$ cat src/usd_pkg.sv
// ----------------------------------------------------------------------------
// usd_pkg
// Shared types and constants for the strict UTF-8 decoder: byte ranges for
// lead and continuation bytes, and the bundle that carries the results of
// one input byte from the decode stage to the result queue.
// ----------------------------------------------------------------------------
package usd_pkg;

   localparam int CpWidth = 21;

   // Code point emitted for a rejected byte after reset (U+FFFD).
   localparam logic [CpWidth-1:0] ReplacementReset = 21'h00FFFD;

   // Lead bytes that open a sequence with special first-continuation limits.
   localparam logic [7:0] LeadE0 = 8'hE0;
   localparam logic [7:0] LeadED = 8'hED;
   localparam logic [7:0] LeadF0 = 8'hF0;
   localparam logic [7:0] LeadF4 = 8'hF4;

   // Limits of the first continuation byte.
   localparam logic [7:0] ContLo    = 8'h80;
   localparam logic [7:0] ContHi    = 8'hBF;
   localparam logic [7:0] ContLoE0  = 8'hA0;
   localparam logic [7:0] ContHiED  = 8'h9F;
   localparam logic [7:0] ContLoF0  = 8'h90;
   localparam logic [7:0] ContHiF4  = 8'h8F;

   // Continuation byte form 10xxxxxx.
   localparam logic [1:0] ContTag = 2'b10;

   // Results of one byte: rep_count replacements, then an optional value.
   typedef struct packed {
      logic [2:0]         rep_count;
      logic               has_value;
      logic [CpWidth-1:0] value;
   } bundle_type;

endpackage

$ cat src/utf8_strict_decoder.sv
// A code point passes the input stage register and the bundle queue before
// it is offered. Throughput: one byte per cycle while the queue has room
// and each byte yields at most one result; a byte that yields more holds the
// single result port for each result in turn while the two-entry queue drains.
// Reset clears the sequence state, the input stage and the queue, and sets
// the replacement code to U+FFFD.
// ----------------------------------------------------------------------------
// utf8_strict_decoder
// Strict streaming UTF-8 decoder: one byte per input beat, one code point
// or replacement per result beat, with overlong, surrogate and out-of-range
// forms rejected.
// ----------------------------------------------------------------------------
module utf8_strict_decoder
   import usd_pkg::*;
(
   input  logic               clock,
   input  logic               reset,
   input  logic               csr_wr_en,
   input  logic [CpWidth-1:0] csr_wr_data,
   input  logic               req_valid,
   output logic               req_ready,
   input  logic [7:0]         req_byte_in,
   input  logic               req_stream_end,
   output logic               rsp_valid,
   input  logic               rsp_ready,
   output logic [CpWidth-1:0] rsp_code_point,
   output logic               rsp_is_replacement,
   output logic               rsp_run_last
);

   logic [CpWidth-1:0] repl_ff;
   logic               in_valid_ff;
   logic [7:0]         in_byte_ff;
   logic               in_end_ff;
   bundle_type         queue_ff [2];
   logic               wr_ptr_ff;
   logic               rd_ptr_ff;
   logic [1:0]         count_ff;
   logic [1:0]         item_ff;
   logic               decode_fire;
   logic               push;
   logic               pop;
   logic               rsp_beat;
   logic               item_rep;
   logic               item_last;
   logic [2:0]         total;
   bundle_type         decoded;
   bundle_type         head;

   // Replacement code register.
   always_ff @(posedge clock) begin
      if (reset) begin
         repl_ff <= ReplacementReset;
      end else if (csr_wr_en) begin
         repl_ff <= csr_wr_data;
      end
   end

   // The input stage moves on whenever the queue has room.
   assign decode_fire = in_valid_ff && (count_ff != 2'd2);
   assign req_ready   = !in_valid_ff || decode_fire;

   always_ff @(posedge clock) begin
      if (reset) begin
         in_valid_ff <= 1'b0;
      end else if (req_ready) begin
         in_valid_ff <= req_valid;
      end
   end

   always_ff @(posedge clock) begin
      if (req_valid && req_ready) begin
         in_byte_ff <= req_byte_in;
         in_end_ff  <= req_stream_end;
      end
   end

   usd_decode u_decode (
      .clock      (clock),
      .reset      (reset),
      .step       (decode_fire),
      .byte_in    (in_byte_ff),
      .stream_end (in_end_ff),
      .bundle     (decoded)
   );

   // Bundles that carry no result never enter the queue.
   assign push = decode_fire && ((decoded.rep_count != 3'd0) || decoded.has_value);

   // Result side: replacements first, then the value if there is one.
   assign head      = queue_ff[rd_ptr_ff];
   assign total     = head.rep_count + {2'b00, head.has_value};
   assign item_rep  = ({1'b0, item_ff} < head.rep_count);
   assign item_last = ({1'b0, item_ff} == (total - 3'd1));
   assign rsp_valid = (count_ff != 2'd0);
   assign rsp_beat  = rsp_valid && rsp_ready;
   assign pop       = rsp_beat && item_last;

   assign rsp_code_point     = item_rep ? repl_ff : head.value;
   assign rsp_is_replacement = item_rep;
   assign rsp_run_last       = item_last;

   // Bundle queue storage.
   always_ff @(posedge clock) begin
      if (push) begin
         queue_ff[wr_ptr_ff] <= decoded;
      end
   end

   // Queue pointers, fill count and position within the head bundle.
   always_ff @(posedge clock) begin
      if (reset) begin
         wr_ptr_ff <= 1'b0;
         rd_ptr_ff <= 1'b0;
         count_ff  <= 2'd0;
         item_ff   <= 2'd0;
      end else begin
         if (push) begin
            wr_ptr_ff <= !wr_ptr_ff;
         end
         if (pop) begin
            rd_ptr_ff <= !rd_ptr_ff;
            item_ff   <= 2'd0;
         end else if (rsp_beat) begin
            item_ff <= item_ff + 2'd1;
         end
         if (push && !pop) begin
            count_ff <= count_ff + 2'd1;
         end else if (pop && !push) begin
            count_ff <= count_ff - 2'd1;
         end
      end
   end

endmodule

$ cat src/usd_decode.sv
// ----------------------------------------------------------------------------
// usd_decode
// Sequence state of the decoder and the single-pass logic that turns one
// byte into a bundle of results: flushed replacements, then at most one
// decoded value or byte replacement, then any end-of-stream flush.
// ----------------------------------------------------------------------------
module usd_decode
   import usd_pkg::*;
(
   input  logic       clock,
   input  logic       reset,
   input  logic       step,
   input  logic [7:0] byte_in,
   input  logic       stream_end,
   output bundle_type bundle
);

   logic [7:0]         lead_ff, lead_in;
   logic [1:0]         need_ff, need_in;
   logic [1:0]         seen_ff, seen_in;
   logic [CpWidth-1:0] part_ff, part_in;

   // Decode of one byte against the open sequence.
   always_comb begin
      logic       ok;
      logic       consumed;
      logic       reject;
      logic       start_rep;
      logic       end_flush;
      logic [7:0] lo;
      logic [7:0] hi;
      logic [1:0] seen_inc;
      logic [2:0] reject_count;
      logic [2:0] end_count;

      lead_in      = lead_ff;
      need_in      = need_ff;
      seen_in      = seen_ff;
      part_in      = part_ff;
      consumed     = 1'b0;
      reject       = 1'b0;
      start_rep    = 1'b0;
      bundle       = '0;
      reject_count = {1'b0, seen_ff} + 3'd1;

      // Range of the continuation byte that may follow.
      lo = ContLo;
      hi = ContHi;
      if (lead_ff == LeadE0) lo = ContLoE0;
      if (lead_ff == LeadED) hi = ContHiED;
      if (lead_ff == LeadF0) lo = ContLoF0;
      if (lead_ff == LeadF4) hi = ContHiF4;
      if (seen_ff == 2'd0) begin
         ok = (byte_in >= lo) && (byte_in <= hi);
      end else begin
         ok = (byte_in[7:6] == ContTag);
      end
      seen_inc = seen_ff + 2'd1;

      // Continue or abandon an open sequence.
      if (need_ff != 2'd0) begin
         if (ok) begin
            consumed = 1'b1;
            part_in  = {part_ff[CpWidth-7:0], byte_in[5:0]};
            seen_in  = seen_inc;
            if (seen_inc >= need_ff) begin
               bundle.has_value = 1'b1;
               bundle.value     = part_in;
               lead_in = '0;
               need_in = '0;
               seen_in = '0;
               part_in = '0;
            end
         end else begin
            reject  = 1'b1;
            lead_in = '0;
            need_in = '0;
            seen_in = '0;
            part_in = '0;
         end
      end

      // Handle the byte as the start of a new item.
      if (!consumed) begin
         case (byte_in) inside
            [8'h00:8'h7F]: begin
               bundle.has_value = 1'b1;
               bundle.value     = {{(CpWidth-8){1'b0}}, byte_in};
            end
            [8'hC2:8'hDF]: begin
               lead_in = byte_in;
               need_in = 2'd1;
               seen_in = 2'd0;
               part_in = {{(CpWidth-5){1'b0}}, byte_in[4:0]};
            end
            [8'hE0:8'hEF]: begin
               lead_in = byte_in;
               need_in = 2'd2;
               seen_in = 2'd0;
               part_in = {{(CpWidth-4){1'b0}}, byte_in[3:0]};
            end
            [8'hF0:8'hF4]: begin
               lead_in = byte_in;
               need_in = 2'd3;
               seen_in = 2'd0;
               part_in = {{(CpWidth-3){1'b0}}, byte_in[2:0]};
            end
            default: begin
               start_rep = 1'b1;
            end
         endcase
      end

      // A sequence still open at the end of the stream is flushed.
      end_flush = stream_end && (need_in != 2'd0);
      end_count = {1'b0, seen_in} + 3'd1;
      if (end_flush) begin
         lead_in = '0;
         need_in = '0;
         seen_in = '0;
         part_in = '0;
      end

      bundle.rep_count = (reject ? reject_count : 3'd0)
                       + {2'b00, start_rep}
                       + (end_flush ? end_count : 3'd0);
   end

   // Sequence state, advanced once per decoded byte.
   always_ff @(posedge clock) begin
      if (reset) begin
         lead_ff <= '0;
         need_ff <= '0;
         seen_ff <= '0;
         part_ff <= '0;
      end else if (step) begin
         lead_ff <= lead_in;
         need_ff <= need_in;
         seen_ff <= seen_in;
         part_ff <= part_in;
      end
   end

endmodule

$ cat config.mk
export PLATFORM = sky130hd
export DESIGN_NAME = utf8_strict_decoder
export DESIGN_NICKNAME = d
export VERILOG_FILES = /design/src/usd_pkg.sv /design/src/utf8_strict_decoder.sv /design/src/usd_decode.sv
export SDC_FILE = /design/constraint.sdc
export NUM_CORES = 1
export LEC_CHECK = 0
export BUFFER_PORTS_ARGS = -buffer_cell sky130_fd_sc_hd__buf_2
export CORE_ASPECT_RATIO = 0.9
export CORE_UTILIZATION = 63
export DETAILED_ROUTE_END_ITERATION = 16
export PLACE_DENSITY = 0.83
export SLEW_MARGIN = 20
export SYNTH_ARGS = -nofsm -noshare
export SYNTH_HDL_FRONTEND = slang
export SYNTH_SLANG_ARGS = --single-unit
$ cat constraint.sdc
create_clock -name clock -period 18.9 [get_ports clock]
set_clock_uncertainty 0.15 [all_clocks]
set_input_delay 5.67 -clock clock [delete_from_list [all_inputs] [get_ports clock]]
set_output_delay 5.67 -clock clock [all_outputs]
set_load 0.02 [all_outputs]
== Yosys cells after proc, flatten, opt, wreduce, memory -nomap -nowiden ==
Memory sizes are Yosys's and may differ from the RTL's. A register that Yosys moved wholly into a read port is not among the register bits.
Cells that the tools add are included.

* Register bits: 70
* Bits in latches: 0
* RAM bits: 50
* Memory bits (read-only): 0
* Input bits: 35
* Output and inout port bits: 25
* Word-level logic and storage cells: 133
* Memories: 1

{| class="wikitable"
|+ Memory list
! memory !! depth !! bits a word !! read ports !! clocked after Yosys merged registers in !! write ports !! line !! source
|-
| queue_ff || 2 || 25 || 1 || 1 || 1 || utf8_strict_decoder.sv:35 || <nowiki>bundle_type queue_ff [2];</nowiki>
|}

* $add $sub $neg: 10
* $mul: 0
* Divide/modulo/power cells: 0
* Magnitude comparators: 12
* Equality and inequality tests: 7
* Shift operators: 0
* Muxes and demuxes: 64
* Bitwise gates (word level): 0
* Reductions and logical operators: 27

{| class="wikitable"
|+ Operators with widths
! operator !! count
|-
| two-way mux 21 bit || 10
|-
| two-way mux 22 bit || 5
|-
| two-way mux 8 bit || 11
|-
| two-way mux 2 bit || 20
|-
| == test 8 bit, second input constant || 4
|-
| greater-or-equal comparator 8 bit, second input constant || 3
|-
| less-or-equal comparator 8 bit, second input constant || 3
|-
| two-way mux 1 bit || 14
|-
| logical AND 1 bit || 13
|-
| two-way mux 6 bit || 2
|-
| greater-or-equal comparator 8 x 1 -> 1 bit, second input constant || 1
|-
| greater-or-equal comparator 8 bit || 1
|-
| less-or-equal comparator 8 x 7 -> 1 bit, second input constant || 1
|-
| less-or-equal comparator 8 bit || 1
|-
| nonzero test 2 bit || 4
|-
| adder 2 x 1 -> 2 bit, second input constant || 3
|-
| adder 2 x 1 -> 3 bit, second input constant || 2
|-
| adder 3 x 1 -> 3 bit || 2
|-
| two-way mux 3 bit || 2
|-
| zero test 1 bit || 5
|-
| adder 3 bit || 1
|-
| == test 2 x 3 -> 1 bit || 1
|-
| < comparator 2 x 3 -> 1 bit || 1
|-
| nonzero test 3 bit || 1
|-
| other kinds (8) || 9
|}

== Longest topological paths before layout ==
* Depth in word-level cells: 24
* Mapped depth: 21
* Gate-level depth less buffers: 21

== Modules after synthesis ==
Synthesis repeated with hierarchy kept, for this count alone.

* Cells, all modules: 453
* Area, all modules: 5,217.5 µm²

{| class="wikitable"
|+ By module, submodules not included
! module !! instances !! cells each !! area an instance (µm²) !! sequential area each (µm²)
|-
| utf8_strict_decoder || 1 || 260 || 3,550.9 || 2,352.3
|-
| usd_decode || 1 || 193 || 1,666.6 || 540.5
|}

== Least setup slack after synthesis ==
OpenSTA, ideal clock, no wires.

* Path kind: register -> output
* From: reg with a tool-made name
* To: out rsp_code_point[10]
* Arrival time: 2.626 ns
* Required time: 13.080 ns
* Setup slack: 10.454 ns
* Cell stages (with the launch flop): 11
* Buffers on the path: 4
* Path through: dfxtp_1 -> clkbuf_1 -> clkbuf_1 -> mux2i_1 -> ha_1 -> o21a_1 -> o21a_1 -> clkbuf_1 -> clkbuf_1 -> nor2_1 -> a21oi_1

{| class="wikitable"
|+ RTL lines
! element !! line !! source
|-
| end: declaration || utf8_strict_decoder.sv:26 || <nowiki>output logic [CpWidth-1:0] rsp_code_point,</nowiki>
|}

==> qor.csv <==
stage;metric;value;unit
status;status;finished with violations;
status;violated checks;design-rule violations;
global_routing;first-pass GRT wire length;18300;µm
global_routing;initial antenna violation count;0;
layout;Nets;582;
die;num ports;60;
die;row cnt;31;
die;initial core utilization;0.651;
synth;mux share of post-synthesis cell area;0.0642;
layout;Area Growth Syn to Fin;19.0;%
synth;post-synth top area share;0.339;
clock_tree;worst skew pair latency;510;ps
timing;Finish-stage setup viols;0;
detailed_routing;Pre-Repair DR Iteration Count;11;
synth;post-synthesis adder-cell area fraction;0.0388;
global_routing;vias in the first global route;3719;
synth;largest family of logic cells by synthesized area;simple AND/OR/NAND/NOR gates;
layout;n_diodes;0;
place;global placement routability congestion;0.897;
pwr;Leak;2.41;nW
synth;number of synthesized flops with an enable pin;59;
synth;syn_nets;524;
worst_setup_path;worst endpoint required time;13080;ps
synth;Seq cells post-synth;115;
clock_tree;CTS HTree Levels;4;
place;Port Buffer Count;59;
worst_setup_path;CP startpoint kind;flip-flop;
timing;final hold violation count;0;
pwr;Peak VDD IR;0.0728;mV
die;Core Area;8030;µm²
timing;Slew @ Worst Pin;948;ps
detailed_routing;wire per inst;17.7;µm
detailed_routing;Post-route DRC;4;
synth;Avg Cell Area, Syn;11.0;µm²
worst_setup_path;Worst EP arrival;2830;ps
clock_tree;Setup Fix Bufs, Post-CTS;0;
detailed_routing;via count;3880;
detailed_routing;antenna-violating nets left;0;
layout;share of post-route cells with drive strength above 1;0.202;
global_routing;largest net degree at the start of global routing;49;
detailed_routing;total wire length;11400;µm
layout;most frequent cells in the layout;edfxtp_1 (59), buf_2 (59), dfxtp_1 (56), nor2_1 (52), a21oi_1 (36);
clock_tree;clk root buf;clkbuf_8;
flow_run;Max-Cap Viols;0;
timing;Max-slew headroom;0.368;
synth;Synth Area in Compound Gates;0.144;
timing;setup_tns;0;ps
clock_tree;# hold bufs at CTS;0;
detailed_routing;DR vias/cell;6.03;
clock_tree;clock buffer count from CTS;17;
synth;Synth Cell Area;5220;µm²
die;Die Y;88.4;µm
timing;period utilization;0.458;
synth;Post-Synth Simple-Gate Area;0.162;
min_path;HP Class;flip-flop to flip-flop;
clock_tree;CTS tree;built;
detailed_routing;initial DRC count;280;
timing;Min Clock Period, post-route;8650;ps
synth;ys async rst share;0;
clock_tree;CTS max path bufs;2;
die;Die W;98.0;µm
pwr;Power per Cell Area;110;nW/µm²
synth;synth top area cells;edfxtp_1 (34%), dfxtp_1 (21%), mux2i_1 (6.1%);
synth;largest area contributor in the netlist;edfxtp_1;
die;die area;8660;µm²
clock_tree;CTS sink cnt;115;
clock_tree;Gates resized, CTS repair;0;
synth;Yosys cell types;57;
synth;Synth Instances;474;
clock_tree;clock-pin slew on the worst setup and hold paths;60;ps
worst_setup_path;Worst Path Max Fanout;43;
synth;Seq/Total Area, Yosys;0.554;
timing;final max-slew violation count;0;
synth;Post-Synth XOR/XNOR Area;0.0117;
global_routing;Total GRT Usage;0.283;
synth;Yosys Warn Count;0;
global_routing;gr ovfl total;0;
timing;RSZ-0062 raised after global routing;false;
timing;highest clock rate;0.116;GHz
timing;hold_ws;331;ps
place;Post-DP HPWL;7250;µm
worst_setup_path;Crit. End Element;output pin;
synth;Main synth FF type;edfxtp_1;
worst_setup_path;CP Class;flip-flop to output pin;
==> path summary, 6_finish.rpt <==
path                             from                  end  slack, ps  cells after the start
setup / recovery            flip-flop   rsp_code_point[11]      10250                      9
hold reg to reg   u_decode.lead_ff[6]  u_decode.lead_ff[6]        330                      2
hold / removal    u_decode.lead_ff[6]  u_decode.lead_ff[6]        330                      2
setup reg to reg  u_decode.lead_ff[5]          count_ff[1]      12720                     20
==> area by class of cell <==
type / count / area (µm²)
tap: 99 / 124
clock inverter: 12 / 176
clock buffer: 19 / 453
sequential: 115 / 2890
inverter: 12 / 45.0
multi-input combinational: 323 / 2200
timing repair buffer: 63 / 325
fill: 500 / 1810
==> registers in the layout, summed over array words and instances (netlist names), named ones only <==
register	cells
in_byte_ff	8
u_decode.lead_ff	8
u_decode.need_ff	2
item_ff	2
in_end_ff	1
queue_ff	50
in_valid_ff	1
u_decode.seen_ff	2
repl_ff	21
rd_ptr_ff	1
u_decode.part_ff	15
wr_ptr_ff	1
count_ff	2
==> Yosys cell counts, drive strengths merged (3+ instances only) <==
cell type and count:
o21ai 13, a22oi 5, xor2 3, a31oi 3, mux2i 32, nor3 8
nand2 22, inv 12, nand4 3, buf 3, o21a 3, xnor2 4
nand3 6, and2 8, a211o 15, clkbuf 21, dfxtp 56, a21oi 37
nand2b 6, ha 13, nor2b 19, edfxtp 59, nor3b 4, or3 6
o211ai 3, nor2 52, and3 15, a22o 14, or2 4
==> stage by stage <==
step	instances	setup slack (ps)	util	total power, mW	cell area [µm²]
6_report	643	10250	0.774	0.682	6210
3_3_place_gp	612	10980	0.695	0.349	5580
3_5_place_dp	612	10840	0.695	0.351	5580
2_1_floorplan	474	10450	-	0.330	5220
5_1_grt	643	10060	0.774	0.705	6210
4_1_cts	643	10270	0.774	0.686	6210
==> critical path, cell delays in order, from the launching register on <==
cell	delay [ps]
dfxtp_1	320
buf_4	390
mux2i_1	340
ha_1	290
o21a_1	110
o21a_1	170
buf_4	250
nor2_1	170
a21oi_1	70
buf_2	190
==> layer usage <==
metal  track usage  wire length [µm]
met1         0.336              4770
met2         0.488              5710
met3        0.0664               662
met4         0.150               258
met5             0                 0
==> logic make-up (layout without fill, tap and decap cells) <==
| group | after synthesis | after routing |
|---|---|---|
| buf+inv | 36 | 106 |
| fa+ha+maj | 15 | 15 |
| xor+xnor | 7 | 7 |
| flops | 115 | 115 |
| compound gates | 107 | 107 |
| mux | 33 | 33 |
| simple gates | 161 | 161 |
==> report_power, final <==
group	leakage, nW	internal (mW)	switching [mW]
Clock	0.306	0.225	0.110
Sequential	1.02	0.274	0.00771
Combinational	1.09	0.0244	0.0421
Total	2.41	0.523	0.160
Power figures use the tool's default switching activity.
